**src/design/http_chunked_deframer_defines.svh**
```systemverilog
// Assertion macros for the deframer core.
`ifndef HTTP_CHUNKED_DEFRAMER_DEFINES_SVH
`define HTTP_CHUNKED_DEFRAMER_DEFINES_SVH

// The consequent must hold in the same cycle as the antecedent.
`define HCD_ASSERT_NOW(label, clk, rst_n, ante, cons) \
    label: assert property (@(posedge clk) disable iff (!rst_n) (ante) |-> (cons)) \
        else $error("hcd check failed in the same cycle");

// The consequent must hold in the cycle after the antecedent.
`define HCD_ASSERT_NEXT(label, clk, rst_n, ante, cons) \
    label: assert property (@(posedge clk) disable iff (!rst_n) (ante) |=> (cons)) \
        else $error("hcd check failed one cycle later");

`endif

```
**src/design/hcd_pkg.sv**
```systemverilog
package hcd_pkg;

    localparam int DEF_MAX_CHUNK_BYTES = 65536;
    localparam int DEF_SIZE_LINE_BYTES = 20;

    localparam int CHUNK_COUNT_W = 16;
    localparam int TRAIL_BYTES   = 2;

    localparam logic [7:0] CHAR_NEWLINE = 8'h0A;
    localparam logic [7:0] CHAR_ZERO    = 8'h30;
    localparam logic [7:0] CHAR_LOWER_X = 8'h78;
    localparam logic [7:0] CHAR_UPPER_X = 8'h58;

    typedef enum logic [1:0] {
        PH_LINE  = 2'd0,
        PH_DATA  = 2'd1,
        PH_TRAIL = 2'd2,
        PH_DONE  = 2'd3
    } phase_t;

    typedef enum logic [2:0] {
        HX_SKIP      = 3'd0,
        HX_ZERO      = 3'd1,
        HX_AFTERX    = 3'd2,
        HX_DIGITS    = 3'd3,
        HX_STOP_OK   = 3'd4,
        HX_STOP_NONE = 3'd5
    } hex_state_t;

    typedef enum logic [1:0] {
        KIND_DATA = 2'd0,
        KIND_END  = 2'd1,
        KIND_ERR  = 2'd2
    } kind_t;

    typedef struct packed {
        logic [7:0] rx_byte;
        logic       closed;
    } in_item_t;

    typedef struct packed {
        kind_t                     kind;
        logic [7:0]                payload;
        logic                      last_in_chunk;
        logic [CHUNK_COUNT_W-1:0]  chunk_number;
    } result_t;

    // Bit 4 flags a hex digit, bits 3:0 hold its value.
    function automatic logic [4:0] hex_digit(input logic [7:0] c);
        logic [4:0] r;
        r = 5'd0;
        if (c >= 8'h30 && c <= 8'h39) begin
            r = {1'b1, 4'(c - 8'h30)};
        end
        else if (c >= 8'h61 && c <= 8'h66) begin
            r = {1'b1, 4'(c - 8'h57)};
        end
        else if (c >= 8'h41 && c <= 8'h46) begin
            r = {1'b1, 4'(c - 8'h37)};
        end
        return r;
    endfunction

    function automatic logic is_blank(input logic [7:0] c);
        return (c == 8'h20) || (c == 8'h09) || (c == 8'h0D) || (c == 8'h0B) || (c == 8'h0C);
    endfunction

endpackage

```
**src/design/hcd_in_stage.sv**
```systemverilog
module hcd_in_stage
(
    input  logic                clk,
    input  logic                rst_n,
    input  logic                s_axis_tvalid,
    output logic                s_axis_tready,
    input  logic [7:0]          s_axis_tdata,   // rx_byte
    input  logic [0:0]          s_axis_tuser,   // closed
    input  logic                take,
    output logic                item_valid,
    output hcd_pkg::in_item_t   item
);

    logic              valid_reg;
    logic              valid_next;
    hcd_pkg::in_item_t item_reg;

    // The register frees up in the same cycle that the core consumes it.
    assign s_axis_tready = !valid_reg || take;

    always_comb
    begin
        valid_next = valid_reg;
        if (s_axis_tready)
        begin
            valid_next = s_axis_tvalid;
        end
    end

    always_ff @(posedge clk or negedge rst_n)
    begin
        if (!rst_n)
        begin
            valid_reg <= 1'b0;
        end
        else
        begin
            valid_reg <= valid_next;
        end
    end

    always_ff @(posedge clk)
    begin
        if (s_axis_tready && s_axis_tvalid)
        begin
            item_reg.rx_byte <= s_axis_tdata;
            item_reg.closed  <= s_axis_tuser[0];
        end
    end

    assign item_valid = valid_reg;
    assign item       = item_reg;

endmodule

```
**src/design/hcd_core.sv**
```systemverilog
`include "http_chunked_deframer_defines.svh"

module hcd_core
#(
    parameter int MAX_CHUNK_BYTES = hcd_pkg::DEF_MAX_CHUNK_BYTES,
    parameter int SIZE_LINE_BYTES = hcd_pkg::DEF_SIZE_LINE_BYTES
)
(
    input  logic               clk,
    input  logic               rst_n,
    input  logic               fire,
    input  hcd_pkg::in_item_t  item,
    output logic               emit,
    output hcd_pkg::result_t   result
);

    localparam int SIZE_W = $clog2(MAX_CHUNK_BYTES + 2);
    localparam int LC_W   = $clog2(SIZE_LINE_BYTES + 1);
    localparam logic [SIZE_W-1:0] SIZE_HOLD = SIZE_W'(MAX_CHUNK_BYTES + 1);
    localparam logic [SIZE_W:0]   SIZE_MAX1 = (SIZE_W + 1)'(MAX_CHUNK_BYTES);
    localparam logic [SIZE_W+3:0] SIZE_MAX4 = (SIZE_W + 4)'(MAX_CHUNK_BYTES);

    hcd_pkg::phase_t                     phase_reg, phase_next;
    hcd_pkg::hex_state_t                 hex_reg, hex_next;
    logic [LC_W-1:0]                     line_count_reg, line_count_next;
    logic [SIZE_W-1:0]                   accum_reg, accum_next;
    logic                                too_big_reg, too_big_next;
    logic [SIZE_W-1:0]                   remaining_reg, remaining_next;
    logic [hcd_pkg::CHUNK_COUNT_W-1:0]   chunk_reg, chunk_next;

    logic [4:0]          digit;
    logic                is_digit;
    logic [SIZE_W+3:0]   add_val;
    logic                add_big;
    logic                do_add;
    logic [LC_W-1:0]     lc_inc;
    logic [7:0]          c;

    assign c        = item.rx_byte;
    assign digit    = hcd_pkg::hex_digit(c);
    assign is_digit = digit[4];
    assign add_val  = {accum_reg, 4'b0000} + (SIZE_W + 4)'(digit[3:0]);
    assign add_big  = add_val > SIZE_MAX4;
    assign lc_inc   = line_count_reg + LC_W'(1);

    always_comb
    begin
        phase_next      = phase_reg;
        hex_next        = hex_reg;
        line_count_next = line_count_reg;
        accum_next      = accum_reg;
        too_big_next    = too_big_reg;
        remaining_next  = remaining_reg;
        chunk_next      = chunk_reg;
        do_add          = 1'b0;
        emit            = 1'b0;
        result.kind          = hcd_pkg::KIND_DATA;
        result.payload       = 8'd0;
        result.last_in_chunk = 1'b0;
        result.chunk_number  = chunk_reg;

        if (fire && phase_reg != hcd_pkg::PH_DONE)
        begin
            if (item.closed)
            begin
                emit        = 1'b1;
                result.kind = hcd_pkg::KIND_ERR;
            end
            else
            begin
                unique case (phase_reg)
                    hcd_pkg::PH_LINE:
                    begin
                        if (c == hcd_pkg::CHAR_NEWLINE)
                        begin
                            if (hex_reg == hcd_pkg::HX_SKIP || hex_reg == hcd_pkg::HX_STOP_NONE)
                            begin
                                emit        = 1'b1;
                                result.kind = hcd_pkg::KIND_ERR;
                            end
                            else if (!too_big_reg && accum_reg == '0)
                            begin
                                emit        = 1'b1;
                                result.kind = hcd_pkg::KIND_END;
                            end
                            else if (too_big_reg
                                     || ({1'b0, accum_reg} + (SIZE_W + 1)'(2)) > SIZE_MAX1)
                            begin
                                emit        = 1'b1;
                                result.kind = hcd_pkg::KIND_ERR;
                            end
                            else
                            begin
                                remaining_next = accum_reg;
                                chunk_next     = chunk_reg + hcd_pkg::CHUNK_COUNT_W'(1);
                                phase_next     = hcd_pkg::PH_DATA;
                            end
                        end
                        else
                        begin
                            line_count_next = lc_inc;
                            if (lc_inc >= LC_W'(SIZE_LINE_BYTES))
                            begin
                                emit        = 1'b1;
                                result.kind = hcd_pkg::KIND_ERR;
                            end
                            else
                            begin
                                unique case (hex_reg)
                                    hcd_pkg::HX_SKIP:
                                    begin
                                        if (!hcd_pkg::is_blank(c))
                                        begin
                                            if (c == hcd_pkg::CHAR_ZERO)
                                            begin
                                                hex_next   = hcd_pkg::HX_ZERO;
                                                accum_next = '0;
                                            end
                                            else if (is_digit)
                                            begin
                                                hex_next = hcd_pkg::HX_DIGITS;
                                                do_add   = 1'b1;
                                            end
                                            else
                                            begin
                                                hex_next = hcd_pkg::HX_STOP_NONE;
                                            end
                                        end
                                    end
                                    hcd_pkg::HX_ZERO:
                                    begin
                                        if (c == hcd_pkg::CHAR_LOWER_X
                                            || c == hcd_pkg::CHAR_UPPER_X)
                                        begin
                                            hex_next = hcd_pkg::HX_AFTERX;
                                        end
                                        else if (is_digit)
                                        begin
                                            hex_next = hcd_pkg::HX_DIGITS;
                                            do_add   = 1'b1;
                                        end
                                        else
                                        begin
                                            hex_next = hcd_pkg::HX_STOP_OK;
                                        end
                                    end
                                    hcd_pkg::HX_AFTERX, hcd_pkg::HX_DIGITS:
                                    begin
                                        if (is_digit)
                                        begin
                                            hex_next = hcd_pkg::HX_DIGITS;
                                            do_add   = 1'b1;
                                        end
                                        else
                                        begin
                                            hex_next = hcd_pkg::HX_STOP_OK;
                                        end
                                    end
                                    default:
                                    begin
                                    end
                                endcase
                            end
                        end
                    end
                    hcd_pkg::PH_DATA:
                    begin
                        emit                 = 1'b1;
                        result.payload       = c;
                        result.last_in_chunk = (remaining_reg <= SIZE_W'(1));
                        if (remaining_reg != '0)
                        begin
                            remaining_next = remaining_reg - SIZE_W'(1);
                        end
                        if (remaining_reg <= SIZE_W'(1))
                        begin
                            phase_next      = hcd_pkg::PH_TRAIL;
                            line_count_next = '0;
                        end
                    end
                    hcd_pkg::PH_TRAIL:
                    begin
                        line_count_next = lc_inc;
                        if (lc_inc >= LC_W'(hcd_pkg::TRAIL_BYTES))
                        begin
                            phase_next      = hcd_pkg::PH_LINE;
                            line_count_next = '0;
                            hex_next        = hcd_pkg::HX_SKIP;
                            accum_next      = '0;
                            too_big_next    = 1'b0;
                        end
                    end
                    default:
                    begin
                    end
                endcase
            end
            if (emit && result.kind != hcd_pkg::KIND_DATA)
            begin
                phase_next = hcd_pkg::PH_DONE;
            end
        end

        // Once the size has overflowed it is held and further digits are ignored.
        if (do_add && !too_big_reg)
        begin
            if (add_big)
            begin
                accum_next   = SIZE_HOLD;
                too_big_next = 1'b1;
            end
            else
            begin
                accum_next = add_val[SIZE_W-1:0];
            end
        end
    end

    always_ff @(posedge clk or negedge rst_n)
    begin
        if (!rst_n)
        begin
            phase_reg      <= hcd_pkg::PH_LINE;
            hex_reg        <= hcd_pkg::HX_SKIP;
            line_count_reg <= '0;
            accum_reg      <= '0;
            too_big_reg    <= 1'b0;
            remaining_reg  <= '0;
            chunk_reg      <= '0;
        end
        else
        begin
            phase_reg      <= phase_next;
            hex_reg        <= hex_next;
            line_count_reg <= line_count_next;
            accum_reg      <= accum_next;
            too_big_reg    <= too_big_next;
            remaining_reg  <= remaining_next;
            chunk_reg      <= chunk_next;
        end
    end

    `HCD_ASSERT_NOW(a_done_silent, clk, rst_n, phase_reg == hcd_pkg::PH_DONE, !emit)
    `HCD_ASSERT_NEXT(a_end_is_final, clk, rst_n,
                     emit && result.kind != hcd_pkg::KIND_DATA,
                     phase_reg == hcd_pkg::PH_DONE)
    `HCD_ASSERT_NEXT(a_last_to_trail, clk, rst_n,
                     emit && result.kind == hcd_pkg::KIND_DATA && result.last_in_chunk,
                     phase_reg == hcd_pkg::PH_TRAIL)
    `HCD_ASSERT_NOW(a_data_has_bytes, clk, rst_n,
                    phase_reg == hcd_pkg::PH_DATA, remaining_reg != '0)

endmodule

```
**src/design/hcd_out_stage.sv**
```systemverilog
module hcd_out_stage
(
    input  logic               clk,
    input  logic               rst_n,
    input  logic               load,
    input  hcd_pkg::result_t   result,
    output logic               slot_free,
    output logic               m_axis_tvalid,
    input  logic               m_axis_tready,
    output logic [23:0]        m_axis_tdata,   // payload, chunk_number
    output logic [1:0]         m_axis_tuser,   // kind
    output logic               m_axis_tlast    // last_in_chunk
);

    logic             valid_reg;
    logic             valid_next;
    hcd_pkg::result_t result_reg;

    assign slot_free = !valid_reg || m_axis_tready;

    always_comb
    begin
        valid_next = valid_reg;
        if (slot_free)
        begin
            valid_next = load;
        end
    end

    always_ff @(posedge clk or negedge rst_n)
    begin
        if (!rst_n)
        begin
            valid_reg <= 1'b0;
        end
        else
        begin
            valid_reg <= valid_next;
        end
    end

    always_ff @(posedge clk)
    begin
        if (slot_free && load)
        begin
            result_reg <= result;
        end
    end

    assign m_axis_tvalid = valid_reg;
    assign m_axis_tdata  = {result_reg.chunk_number, result_reg.payload};
    assign m_axis_tuser  = result_reg.kind;
    assign m_axis_tlast  = result_reg.last_in_chunk;

endmodule

```
**src/design/http_chunked_deframer.sv**
```systemverilog
// Chunked body decoder for HTTP: takes the received body one byte per item and
// returns the payload bytes of each chunk, tagged with the chunk count and a
// last-byte mark, followed by one end or error item, after which the block is
// silent until reset. Throughput is one byte per clock unless a held result stalls
// the flow; a byte passes from the input register through the decode logic into
// the result register, from which its result is presented. Size-line and trailer
// bytes produce no output item. The input only stalls while a result is held in
// the result register by a low m_axis_tready, since all decode work is
// combinational between the two.
module http_chunked_deframer
#(
    parameter int MAX_CHUNK_BYTES = hcd_pkg::DEF_MAX_CHUNK_BYTES,
    parameter int SIZE_LINE_BYTES = hcd_pkg::DEF_SIZE_LINE_BYTES
)
(
    input  logic         clk,
    input  logic         rst_n,
    input  logic         s_axis_tvalid,
    output logic         s_axis_tready,
    input  logic [7:0]   s_axis_tdata,    // rx_byte
    input  logic [0:0]   s_axis_tuser,    // closed
    output logic         m_axis_tvalid,
    input  logic         m_axis_tready,
    output logic [23:0]  m_axis_tdata,    // payload [7:0], chunk_number [23:8]
    output logic [1:0]   m_axis_tuser,    // kind
    output logic         m_axis_tlast     // last_in_chunk
);

    logic              item_valid;
    hcd_pkg::in_item_t item;
    logic              slot_free;
    logic              fire;
    logic              emit;
    hcd_pkg::result_t  result;

    assign fire = item_valid && slot_free;

    hcd_in_stage u_in
    (
        .clk           (clk),
        .rst_n         (rst_n),
        .s_axis_tvalid (s_axis_tvalid),
        .s_axis_tready (s_axis_tready),
        .s_axis_tdata  (s_axis_tdata),
        .s_axis_tuser  (s_axis_tuser),
        .take          (fire),
        .item_valid    (item_valid),
        .item          (item)
    );

    hcd_core
    #(
        .MAX_CHUNK_BYTES (MAX_CHUNK_BYTES),
        .SIZE_LINE_BYTES (SIZE_LINE_BYTES)
    )
    u_core
    (
        .clk    (clk),
        .rst_n  (rst_n),
        .fire   (fire),
        .item   (item),
        .emit   (emit),
        .result (result)
    );

    hcd_out_stage u_out
    (
        .clk           (clk),
        .rst_n         (rst_n),
        .load          (emit),
        .result        (result),
        .slot_free     (slot_free),
        .m_axis_tvalid (m_axis_tvalid),
        .m_axis_tready (m_axis_tready),
        .m_axis_tdata  (m_axis_tdata),
        .m_axis_tuser  (m_axis_tuser),
        .m_axis_tlast  (m_axis_tlast)
    );

endmodule

```
**config.mk**
```make
export PLATFORM = sky130hd
export DESIGN_NAME = http_chunked_deframer
export DESIGN_NICKNAME = d
export VERILOG_FILES = /design/src/design/hcd_pkg.sv /design/src/design/hcd_in_stage.sv /design/src/design/hcd_core.sv /design/src/design/hcd_out_stage.sv /design/src/design/http_chunked_deframer.sv
export VERILOG_INCLUDE_DIRS = /design/src /design/src/design
export SDC_FILE = /design/constraint.sdc
export NUM_CORES = 1
export LEC_CHECK = 0
export BUFFER_PORTS_ARGS = -buffer_cell sky130_fd_sc_hd__buf_2
export CAP_MARGIN = 20
export CORE_UTILIZATION = 25
export CTS_CLUSTER_DIAMETER = 80
export DETAILED_ROUTE_END_ITERATION = 6
export PLACE_DENSITY_LB_ADDON = 0.1
export SYNTH_ARGS = -nofsm -noshare
export SYNTH_HDL_FRONTEND = slang
export SYNTH_SLANG_ARGS = --single-unit
```
**constraint.sdc**
```tcl
create_clock -name clk -period 3.1 [get_ports clk]
set_clock_uncertainty 0.1 [all_clocks]
set_input_delay 0.155 -clock clk [delete_from_list [all_inputs] [get_ports clk]]
set_output_delay 0.155 -clock clk [all_outputs]
set_load 0.1 [all_outputs]
```
### After elaboration in Yosys (flattened, before gate mapping)

Index checks and enable logic that the tools add are counted.

* $add $sub $neg: 8
* magnitude comparators: 11
* equal/unequal tests: 41
* multiplexer cells: 76
* bitwise logic cells: 6
* reduce and logical (&&, ||, !) cells: 41

Operator list (number)
* 17-bit 2-to-1 mux: 15
* 17-bit case mux with 2 select lines: 2
* 8-bit by 4-bit equality test with 1-bit output, second input constant: 5
* 2-bit 2-to-1 mux: 16
* 5-bit 2-to-1 mux: 6
* 3-bit 2-to-1 mux: 8
* 1-bit 2-to-1 mux: 23
* 21-bit by 4-bit adder with 21-bit output: 1
* 21-bit by 17-bit greater-than comparator with 1-bit output, second input constant: 1
* 3-bit inequality test, second input constant: 7
* 17-bit by 2-bit adder with 18-bit output, second input constant: 1
* 18-bit by 17-bit greater-than comparator with 1-bit output, second input constant: 1
* 3-bit by 1-bit inequality test with 1-bit output, second input constant: 6
* 9-bit AND reduction: 2
* 17-bit by 1-bit less-or-equal comparator with 1-bit output, second input constant: 1
* 17-bit zero test: 1
* 17-bit nonzero test: 1
* 17-bit by 1-bit subtractor with 17-bit output, second input constant: 1
* 16-bit by 1-bit adder with 16-bit output, second input constant: 1
* 8-bit by 6-bit equality test with 1-bit output, second input constant: 2
* 8-bit by 7-bit equality test with 1-bit output, second input constant: 2
* 8-bit by 7-bit greater-or-equal comparator with 1-bit output, second input constant: 2
* 8-bit by 7-bit less-or-equal comparator with 1-bit output, second input constant: 2
* 8-bit AND reduction: 2
* 34 further kinds: 74

* bits in registers: 99
* output and inout port bits: 29
* word-level logic and storage cells: 198

### Depth between registers and ports, before layout

Gate-level depths: netlist of the first run.

* depth after elaboration: 17
* mapped depth: 10

### Hierarchy

Synthesis of the first run repeated with hierarchy kept, for this count alone.

* cell total of the unflattened synthesis: 456
* area, all modules: 5076.1 sq um

Modules (own cells, without submodules)
* hcd_core: times used 1, cells an instance 411, area each 3881.2 sq um, sequential area each 1526.5 sq um
* hcd_out_stage: times used 1, cells an instance 31, area each 864.6 sq um, sequential area each 835.8 sq um
* hcd_in_stage: times used 1, cells an instance 13, area each 324.1 sq um, sequential area each 295.3 sq um
* http_chunked_deframer: times used 1, cells an instance 1, area each 6.3 sq um, sequential area each 0.0 sq um

### Worst setup path before layout of the first run

OpenSTA, ideal clock, no wires.

* kind: register to register
* start: register u_in.item_reg (netlist bit u_in.item[1])
* end: register u_out.result_reg (netlist bit u_out.m_axis_tdata[0]) (enable)
* arrival time: 2457 ps
* path slack: 157 ps
* stages on the path, launching flop included: 8
* path buffers: 0
* period minus slack after synthesis: 2943 ps
* path through: edfxtp_1 -> inv_1 -> ha_1 -> nor4bb_1 -> nand2_1 -> a31oi_1 -> a21o_1 -> o21a_1

* word-level cells in the longest chain between the ends: 7

Ends and longest elaborated chain
* start: declaration: line hcd_in_stage.sv:16 `hcd_pkg::in_item_t item_reg;`
* 8-bit by 4-bit equality test with 1-bit output: line hcd_core.sv:74 `if (c == hcd_pkg::CHAR_NEWLINE)`
* 1-bit 2-to-1 mux: line hcd_core.sv:74
* 1-bit case mux with 2 select lines: line hcd_core.sv:71 `unique case (phase_reg)`
* 1-bit 2-to-1 mux: line hcd_core.sv:64 `if (item.closed)`
* 1-bit 2-to-1 mux (2 in series): line hcd_core.sv:62 `if (fire && phase_reg != hcd_pkg::PH_DONE)`
* 1-bit logical AND: line hcd_out_stage.sv:44 `if (slot_free && load)`
* end signal: assignment: line hcd_out_stage.sv:46 `result_reg <= result;`
* end: declaration: line hcd_out_stage.sv:17 `hcd_pkg::result_t result_reg;`

Every way passes these cells. The select of a mux whose other input is x is not followed.
A chain may end at the register's enable or synchronous reset.

### Worst setup path after layout of the first run

* start: register u_in.item_reg (netlist bit u_in.item[1])
* end: register u_core.chunk_reg[15] (netlist name)

* word-level cells in the longest chain between the ends: 2

Ends and longest elaborated chain
* 8-bit by 4-bit equality test with 1-bit output: line hcd_core.sv:74
* 7-bit AND reduction (no source line)
* end signal: assignment: line hcd_core.sv:239 `chunk_reg <= chunk_next;`
* end: declaration: line hcd_core.sv:29 `logic [hcd_pkg::CHUNK_COUNT_W-1:0] chunk_reg, chunk_next;`

Every way passes these cells.

==> metrics.md, run 1 <==
| Metric | Value |
|---|---|
| Core area | `20400 um^2` |
| RR Endpoint | `u_core.chunk_reg[15]$_DFFE_PN0P_` |
| Root Driver | `clkbuf_16` |
| Final net count | `between 500 and 600` |
| Top Layer Used | `met4` |
| Startpoint types | `flip-flop` |
| Initial antenna violation count | `0` |
| Beginning of the worst hold path | `m_axis_tready` |
| Worst R2R Path Depth | `9` |
| FMAX | `~0.35 GHz` |
| Maximum net fanout on the critical path | `5` |
| Vias | `roughly 4000` |
| P_sw | `approximately 2.4 mW` |
| Hold crit path type | `input pin to flip-flop` |
| Yosys top cell area share | `0.301` |
| CP required | `3.24 ns` |
| P_int | `2.91 mW` |
| Slowest stage cell, crit path | `nor4_2` |
| Share of cells above drive strength 1 | `0.198` |
| M1 WL | `between 6 and 7 mm` |
| CP endpoint kind | `flip-flop` |
| Gate count of the mapped netlist | `496` |
| Max incr delay on CP | `0.49 ns` |
| I/O Pins | `42` |
| WP buf/inv | `2` |
| Worst-Margin Slew | `between 0.8 and 0.9 ns` |
| Count leader, synth | `dfrtp_1` |
| Post-synthesis sequential area ratio | `0.507` |
| CTS max path bufs | `2` |
| Drt first pass iters | `5` |
| RSZ-0062 raised after global routing | `false` |
| Clock sink total | `99` |
| Drt total wl | `13.8 mm` |
| Flop pwr share | `0.346` |
| DR iter-0 viols | `222` |
| Hold Path Sink | `u_in.item_valid$_DFFE_PN0N_` |
| Worst path cell trace | `inv_1 > ha_1 > nor4bb_1 > nand2_1 > buf_4 > a2111o_1 > nor4_2 > nand3_1 > xnor2_1` |
| Met2 Routed Length | `6.57 mm` |
| Synth area leader | `dfrtp_1` |
| Clk slew on worst S/H paths | `0.08 ns` |
| Flops & latches, synth | `99` |
| WP data arrival | `3.03 ns` |
| Syn Area/Cell | `roughly 11 um^2` |
| Post-synthesis compound-gate area fraction | `0.173` |
| Initial core utilization | `0.257` |
| Dominant cells by area after synthesis | `dfrtp_1 (30%), edfxtp_1 (21%), nand2_1 (3.3%)` |
| Site Rows | `52` |
| Layout area overhead | `20.2%` |
| Grt total ovfl | `0` |
| Fin. Hold Viols | `0` |
| LEAKAGE | `2.51 nW` |
| Post-route ant nets | `0` |
| Post-synth EDFFs | `36` |
| Chip width | `147 um` |
| Syn. warnings | `0` |
| Ant. Diodes | `0` |
| Number of port buffers | `41` |
| Post-DP HPWL | `between 10 and 15 mm` |
| Fillers | `2105` |
| Commonest cells post-synth | `dfrtp_1 (63), nand2_1 (46), nor2_1 (38)` |
| Hold Path Stages | `5` |
| Mapped Nets | `about 520` |
| Min Clock Period, post-route | `2.88 ns` |
| Critical path type | `flip-flop to flip-flop` |
| GPL Wtd Cong | `0.796` |
| Largest net degree at the start of global routing | `35` |
| Placed inst area | `5860 um^2` |
| Net Sw Frac | `0.456` |
| CTS tree | `yes` |
| Design Area, Final | `6300 um^2` |
| VDD IR max | `just under 0.0003 V` |
| Metal3 WL | `382 um` |
| Die height | `147 um` |
| Placed cells | `813` |
| TritonCTS Buffers | `9` |
| R2r setup slk | `between 0.2 and 0.25 ns` |
| RR Startpoint | `u_in.item[1]$_DFFE_PP_` |
| Slew margin rel. | `0.405` |
| Power per cell area | `849 nW/um^2` |
| Final Slew Violations | `0` |
| Clk_lat worst skew | `between 0.3 and 0.4 ns` |
| Largest register FFs | `24` |
| Max_cap viols | `0` |
| Final Setup Violations | `0` |
| Async S/R FF share, synth | `0.636` |
| Largest family of logic cells by synthesized area | `simple AND/OR/NAND/NOR gates` |
| Largest delay contributor family on the critical path | `simple AND/OR/NAND/NOR gates` |
| Mux cell area share after synthesis | `0.00645` |
| Main flop type after synthesis | `dfrtp_1` |
| Vias per cell | `around 5` |
| Cell Area, Synth | `5240 um^2` |
| Total track usage | `0.135` |
| Clock share of power | `0.218` |
| Simple-Gate Fraction of Synth Area | `0.216` |
| Vias in the first global route | `~4300` |
| Setup TNS | `0 ns` |
| H-tree levels | `3` |
| DR WL/cell | `around 16 um` |
| Post-route insts no fill | `842` |
| Detailed-route DRC error count | `0` |
| Cell variety after synth | `73` |
| Logic gate share of total power | `0.435` |
| DIE AREA | `21500 um^2` |
| First-pass GRT wire length | `22.8 mm` |
| Post-Synth XOR/XNOR Area | `0.0284` |
| Outcome | `completed` |
| Final Cycle Share | `0.930` |
| Adder-cell share of the synthesized area | `0.0310` |
## worst register-to-register path, cell delays in order (launching register included)
cell,delay (ns)
edfxtp_1,0.39
inv_1,0.11
ha_1,0.15
nor4bb_1,0.39
nand2_1,0.15
buf_4,0.19
a2111o_1,0.45
nor4_2,0.49
nand3_1,0.19
xnor2_1,0.16
## kinds of logic (layout without fill, tap and decap cells)
family          Yosys count  count (layout)
compound gates          116             116
xor+xnor                 17              17
fa+ha+maj                13              13
buf+inv                  41             117
flops                    99              99
mux                       3               3
simple gates            207             207
## power by group through the flow
| stage | registers, mW | logic (mW) | clock network [mW] |
|---|---|---|---|
| floorplan | 2.50 | 1.10 | 0 |
| global placement | 1.87 | 2.30 | 0 |
| detailed placement | 1.88 | 2.33 | 0 |
| CTS | 1.85 | 2.36 | 1.22 |
| global route | 1.89 | 2.55 | 1.26 |
| finish | 1.85 | 2.33 | 1.17 |
## per-stage QoR
stage               power (mW)   util  worst slack (ns)  hold WS (ns)
finish                    5.35  0.309             0.218         0.217
global route              5.70  0.309            0.0236         0.278
CTS                       5.43  0.309             0.158         0.219
detailed placement        4.21  0.288            0.0210         0.228
global placement          4.18  0.288             0.104         0.224
floorplan                 3.60      -             0.157        -0.241
## metal layers
metal	global-route usage	vias to the layer above
li1	-	2006
met1	0.175	2028
met2	0.223	61
met3	0.0255	14
met4	0.0479	0
met5	0	-
## how the worst max path moves through the flow
stage	to	depth (start not counted)	slack, ns	from
after floorplan	u_out.m_axis_tdata[0]$_SDFFCE_PP0P_	7	0.16	u_in.item[1]$_DFFE_PP_
after detailed placement	u_core.remaining_reg[9]$_DFFE_PN0P_	8	0.02	u_in.item[1]$_DFFE_PP_
final	u_core.chunk_reg[15]$_DFFE_PN0P_	9	0.22	u_in.item[1]$_DFFE_PP_
after CTS	u_core.chunk_reg[15]$_DFFE_PN0P_	9	0.16	u_in.item[1]$_DFFE_PP_
after global placement	u_core.remaining_reg[2]$_DFFE_PN0P_	8	0.10	u_in.item[1]$_DFFE_PP_
after global routing	u_core.phase_reg[1]$_DFFE_PN0P_	8	0.02	u_in.item[1]$_DFFE_PP_
## area by class of cell
type | count | area (um^2) | area share
Sequential cell | 99 | 2660 | 0.422
Clock buffer | 9 | 225 | 0.0358
Clock inverter | 7 | 86.3 | 0.0137
Multi-Input combinational cell | 356 | 2390 | 0.379
Tap cell | 270 | 338 | 0.0536
Timing Repair Buffer | 77 | 515 | 0.0818
Inverter | 24 | 90.1 | 0.0143
## cells in the final DEF, fill, tap and decap left out, drive strengths merged, types with 15 or more instances in the layout
cell type  netlist  routed
dfrtp           63      63
nor4            15      15
nand2           46      46
nor2            38      38
buf              6      66
a22o            16      16
edfxtp          36      36
inv             24      28
o21ai           23      23
## timing repair
action,CTS,global route
endpoints found under the setup margin,5,2
pin swaps,0,1
setup buffers,0,2
endpoints found under the hold margin,42,0
hold buffers,11,0
gates resized for setup,1,0
No activity file was read; power rests on OpenSTA's default activity.
==> run 2, diff against run 1 <==
- CORE_ASPECT_RATIO: not set -> 1.75
==> run 2 against run 1 <==
Net effect: clock-buffer cell count rose by 2; worst setup slack improved by 0.021 ns; via count is 2.2% higher; the run now ends with design-rule violations left; register-to-register slack improved by 0.02 ns.
==> metrics.md, run 2 (synthesis gave the netlist of run 1 again) <==
| Metric | Value |
|---|---|
| Outcome | `finished with violations` |
| Violated checks | `design-rule violations` |
| VDD IR max | `0.000309 V (+6.1%)` |
| Final Setup Violations | `0 (unchanged)` |
| Detailed-route DRC error count | `6 (+6)` |
| Max_cap viols | `0 (unchanged)` |
| WP buf/inv | `1 (-1)` |
| R2r setup slk | `0.24 ns (+0.02 ns)` |
| Reg area | `2660 um^2 (unchanged)` |
| TritonCTS Buffers | `9 (unchanged)` |
| Post-route insts no fill | `830 (-1.4%)` |
| Core area | `20500 um^2 (+0.47%)` |
| Setup TNS | `0 ns (unchanged)` |
| FMAX | `0.350 GHz (+0.74%)` |
| Vias in the first global route | `4248 (-0.19%)` |
| Slowest stage cell, crit path | `dfrtp_1` |
| Vias per cell | `5.06 (+3.7%)` |
| Worst-Margin Slew | `0.926 ns (+0.0326 ns)` |
| Largest delay contributor family on the critical path | `compound AO/OA/AOI/OAI gates` |
| CP required | `3.24 ns (about the same)` |
| Multi-input gate area | `2400 um^2 (+0.42%)` |
| Startpoint types | `flip-flop` |
| Final net count | `603 (+1.7%)` |
| Hold Path Stages | `4 (-1)` |
| Critical path type | `flip-flop to flip-flop` |
| H-tree levels | `3 (unchanged)` |
| Hold crit path type | `input pin to flip-flop` |
| Ant. Diodes | `0 (unchanged)` |
| RSZ-0062 raised after global routing | `false` |
| Fillers | `2081 (-1.1%)` |
| Most common cell after layout, fill and taps aside | `dfrtp_1` |
| Post-route ant nets | `0 (unchanged)` |
| CTS max path bufs | `2 (unchanged)` |
| Worst R2R Path Depth | `7 (-2)` |
| Max incr delay on CP | `0.48 ns (about the same)` |
| Min Clock Period, post-route | `2.86 ns (-0.0211 ns)` |
| Final Cycle Share | `0.923 (-0.00681)` |
| Total track usage | `0.144 (+0.00872)` |
| Site Rows | `69 (+33%)` |
| Clk slew on worst S/H paths | `0.07 ns (about the same)` |
| CP endpoint kind | `flip-flop` |
| Worst path cell trace | `nor4_1 > and3_1 > a2111o_1 > a21o_1 > nor2_1 > buf_4 > a221oi_1` |
| Post-DP HPWL | `11.3 mm (+13%)` |
| Fin. Hold Viols | `0 (unchanged)` |
| Post-CTS Setup Inserts | `0 (unchanged)` |
| Number of port buffers | `41 (unchanged)` |
| Initial core utilization | `0.256 (-0.00121)` |
| Clock sink total | `99 (unchanged)` |
| DR WL/cell | `18.0 um (+9.8%)` |
| Layout area overhead | `21.1%` |
| Slew margin rel. | `0.383 (-0.0218)` |
| Drt total wl | `14.9 mm (+8.3%)` |
| Largest register FFs | `24 (unchanged)` |
| First-pass GRT wire length | `23.7 mm (+3.7%)` |
| DIE AREA | `21600 um^2 (+0.11%)` |
| Clk_lat worst skew | `0.35 ns (about the same)` |
| Maximum net fanout on the critical path | `13 (+8)` |
| Most frequent cells in the layout | `dfrtp_1 (63), nand2_1 (46), buf_2 (41), nor2_1 (38), edfxtp_1 (36)` |
| Power per cell area | `853 nW/um^2 (+0.51%)` |
| DR iter-0 viols | `193 (-13%)` |
| I/O Pins | `42 (unchanged)` |
| Grt total ovfl | `0 (unchanged)` |
| CP Depth | `7 (-2)` |
| Placed cells | `803 (-1.2%)` |
| Final Slew Violations | `0 (unchanged)` |
| Die height | `194 um (+32%)` |
| WP data arrival | `3.00 ns (-0.03 ns)` |
| Largest net degree at the start of global routing | `39 (+11%)` |
| Initial antenna violation count | `0 (unchanged)` |
| Root Driver | `clkbuf_16` |
| Vias | `4201 (+2.2%)` |
| Share of cells above drive strength 1 | `0.210 (+0.0121)` |
| Drt first pass iters | `6 (+1)` |
| Chip width | `111 um (-24%)` |
| LEAKAGE | `2.56 nW (+2.0%)` |
| GPL Wtd Cong | `0.785 (-1.4%)` |
| CTS tree | `yes` |
run 2: worst paths after layout:
check | startpoint | to
max in group asynchronous | rst_n | u_core.line_count_reg[3]$_DFFE_PN0P_
min in group asynchronous | rst_n | u_core.remaining_reg[8]$_DFFE_PN0P_
max reg2reg | u_core.accum_reg[7]$_DFFE_PN0P_ | u_core.remaining_reg[11]$_DFFE_PN0P_
min reg2reg | u_core.chunk_reg[15]$_DFFE_PN0P_ | u_out.m_axis_tdata[23]$_DFFE_PP_
min | m_axis_tready | u_in.item_valid$_DFFE_PN0N_
max | u_core.accum_reg[7]$_DFFE_PN0P_ | u_core.remaining_reg[11]$_DFFE_PN0P_
run 2: through the flow:
stage / total power, mW / cell area, um^2 / worst slack (ns) / hold WS, ns / utilization
2_1_floorplan: 3.60 / 5240 / 0.157 / -0.241 / -
3_3_place_gp: 4.25 / 5920 / 0.222 / 0.233 / 0.289
3_5_place_dp: 4.27 / 5920 / 0.143 / 0.234 / 0.289
4_1_cts: 5.49 / 6330 / 0.137 / 0.0902 / 0.309
5_1_grt: 5.74 / 6340 / 0.0120 / 0.153 / 0.310
6_report: 5.41 / 6340 / 0.239 / 0.0778 / 0.310
run 2: cell type report:
| class | count | area share |
|---|---|---|
| clock inverter | 5 | 0.0106 |
| clock buffer | 11 | 0.0367 |
| multi-input combinational | 356 | 0.378 |
| timing repair buffer | 87 | 0.0931 |
| sequential | 99 | 0.419 |
| inverter | 24 | 0.0142 |
| tap | 248 | 0.0489 |
run 2: layer usage:
metal / GRT usage / vias to the layer above / share of wire
met5: 0 / - / 0
met4: 0.0681 / 0 / 0.038
met3: 0.0172 / 26 / 0.023
met2: 0.283 / 89 / 0.56
met1: 0.146 / 2066 / 0.38
li1: - / 2020 / -
run 2: timing repair:
item	in CTS	in global routing
hold endpoints to repair	46	0
hold buffers	11	0
gates resized for setup	0	2
endpoints found under the setup margin	0	6
run 2: worst reg2reg max path: stages, from the launching register on:
cell	delay [ns]
dfrtp_1	0.48
nor4_1	0.46
and3_1	0.36
a2111o_1	0.33
a21o_1	0.44
nor2_1	0.11
buf_4	0.19
a221oi_1	0.30
run 2: power breakdown:
group          total (mW)  internal [mW]  switching, mW
registers            1.85           1.63          0.217
clock network        1.17          0.642          0.532
logic                2.39          0.738           1.65
==> run 3, diff against run 2 <==
- BUFFER_PORTS_ARGS: -buffer_cell sky130_fd_sc_hd__buf_2 -> not set
- DONT_BUFFER_PORTS: not set -> 1
- PLACE_DENSITY: not set -> 0.36
- PLACE_DENSITY_LB_ADDON: 0.1 -> not set
==> run 3 against run 2 <==
Net effect: first-iteration DRC count decreased by 2.1%; critical endpoint is now u_core.remaining_reg[15]$_DFFE_PN0P_; via count shrank 4.5%; register-to-register slack worse by 0.03 ns; the flow still finishes with violations (design-rule violations); critical path depth rose by 3.
==> metrics.md, run 3 (synthesis gave the netlist of run 1 again) <==
| Metric | Value |
|---|---|
| TritonCTS Buffers | `9 (unchanged)` |
| FMAX | `0.346 GHz (-1.0%)` |
| Initial core utilization | `0.256 (unchanged)` |
| Fin. Hold Viols | `0 (unchanged)` |
| Grt total ovfl | `0 (unchanged)` |
| First-pass GRT wire length | `23.2 mm (-2.2%)` |
| Die height | `194 um (unchanged)` |
| Worst-Margin Slew | `0.929 ns (+0.00367 ns)` |
| Largest register FFs | `24 (unchanged)` |
| Root Driver | `clkbuf_16` |
| Vias per cell | `5.09 (+0.62%)` |
| CP endpoint kind | `flip-flop` |
| Ant. Diodes | `0 (unchanged)` |
| Most common cell after layout, fill and taps aside | `dfrtp_1` |
| Vias in the first global route | `4108 (-3.3%)` |
| Total track usage | `0.143 (-0.000314)` |
| Max_cap viols | `0 (unchanged)` |
| GPL Wtd Cong | `0.764 (-2.6%)` |
| Slew margin rel. | `0.382 (-0.00115)` |
| Clock sink total | `99 (unchanged)` |
| Min Clock Period, post-route | `2.89 ns (+0.0295 ns)` |
| DR WL/cell | `18.6 um (+3.5%)` |
| DIE AREA | `21600 um^2 (unchanged)` |
| Detailed-route DRC error count | `2 (-4)` |
| CTS tree | `yes` |
| LEAKAGE | `2.42 nW (-5.7%)` |
| Clk_lat worst skew | `0.37 ns (+0.02 ns)` |
| WP data arrival | `3.04 ns (+0.04 ns)` |
| CTS max path bufs | `2 (unchanged)` |
| Outcome | `finished with violations` |
| Number of port buffers | `0 (-100%)` |
| Post-DP HPWL | `10.9 mm (-4.1%)` |
| Most frequent cells in the layout | `dfrtp_1 (63), nand2_1 (46), nor2_1 (38), edfxtp_1 (36), buf_4 (31)` |
| Maximum net fanout on the critical path | `21 (+8)` |
| Drt first pass iters | `7 (+1)` |
| Final net count | `561 (-7.0%)` |
| H-tree levels | `3 (unchanged)` |
| Drt total wl | `14.7 mm (-1.7%)` |
| Share of cells above drive strength 1 | `0.150 (-0.0596)` |
| Startpoint types | `flip-flop` |
| Vias | `4013 (-4.5%)` |
| Layout area overhead | `17.5%` |
| Final Slew Violations | `0 (unchanged)` |
| Core area | `20500 um^2 (unchanged)` |
| Final Cycle Share | `0.932 (+0.00950)` |
| WHS | `0.201 ns (+0.124 ns)` |
| Site Rows | `69 (unchanged)` |
| I/O Pins | `42 (unchanged)` |
| Clk slew on worst S/H paths | `0.07 ns (about the same)` |
| Setup TNS | `0 ns (unchanged)` |
| VDD IR max | `0.000322 V (+4.3%)` |
| Initial antenna violation count | `0 (unchanged)` |
| Power per cell area | `861 nW/um^2 (+0.95%)` |
| RSZ-0062 raised after global routing | `false` |
| Final Setup Violations | `0 (unchanged)` |
| Violated checks | `design-rule violations` |
| Chip width | `111 um (unchanged)` |
| Largest net degree at the start of global routing | `64 (+64%)` |
| Critical path type | `flip-flop to flip-flop` |
| Post-route ant nets | `0 (unchanged)` |
| DR iter-0 viols | `189 (-2.1%)` |
| CP required | `3.24 ns (about the same)` |
| Hold crit path type | `input pin to flip-flop` |
==> run 3: per-layer routing <==
metal  wire, um  vias to the layer above  global-route usage
met5          0                        -                   0
met4        537                        0              0.0796
met3        360                       25              0.0244
met2       8250                       81               0.269
met1       5520                     1970               0.148
li1           -                     1937                   -
==> run 3: stage by stage <==
stage / setup WS [ns] / std cells / power (mW) / cell area (um^2) / utilization
CTS: 0.0354 / 788 / 5.38 / 6140 / 0.300
global route: 0.0152 / 788 / 5.63 / 6160 / 0.301
detailed placement: 0.0615 / 760 / 4.18 / 5710 / 0.279
finish: 0.209 / 788 / 5.30 / 6160 / 0.301
floorplan: 0.157 / 496 / 3.60 / 5240 / -
global placement: 0.116 / 760 / 4.16 / 5710 / 0.279
==> run 3: area by class of cell <==
class                   count  area (um^2)
flip-flops and latches     99         2660
well taps                 248          310
multi-input cells         356         2400
clock inverters             5         43.8
inverters                  24         90.1
fillers                  2082        14300
repair buffers             45          410
clock buffers              11          243
==> run 3: path summary, 6_finish.rpt <==
kind,start,endpoint,slack [ns],cells after the start
max,u_in.item[1]$_DFFE_PP_,u_core.remaining_reg[15]$_DFFE_PN0P_,0.21,10
min,s_axis_tvalid,u_in.item[4]$_DFFE_PP_,0.20,1
max reg2reg,u_in.item[1]$_DFFE_PP_,u_core.remaining_reg[15]$_DFFE_PN0P_,0.21,10
min reg2reg,u_core.chunk_reg[15]$_DFFE_PN0P_,u_core.chunk_reg[15]$_DFFE_PN0P_,0.38,1
max in group asynchronous,rst_n,u_core.remaining_reg[1]$_DFFE_PN0P_,2.37,2
min in group asynchronous,rst_n,u_core.phase_reg[0]$_DFFE_PN0P_,0.23,2
==> run 3: critical path, stage by stage (launching register included) <==
cell and delay, ns:
edfxtp_1 0.39, inv_1 0.13, ha_1 0.15, nor4bb_1 0.36
buf_4 0.18, nand2_1 0.13, a2111o_1 0.46, a21oi_1 0.30
buf_12 0.20, nand2b_1 0.10, o221a_2 0.26
==> run 3: timing repair <==
action | CTS | global route
hold buffers | 12 | 0
setup buffers | 0 | 0
endpoints found under the setup margin | 0 | 8
gates resized for setup | 0 | 4
hold endpoints to repair | 73 | 0
==> run 3: report_power, final <==
group | switching [mW] | internal [mW]
logic | 1.00 | 0.682
clock network | 0.554 | 0.581
registers | 0.845 | 1.64
total | 2.40 | 2.90
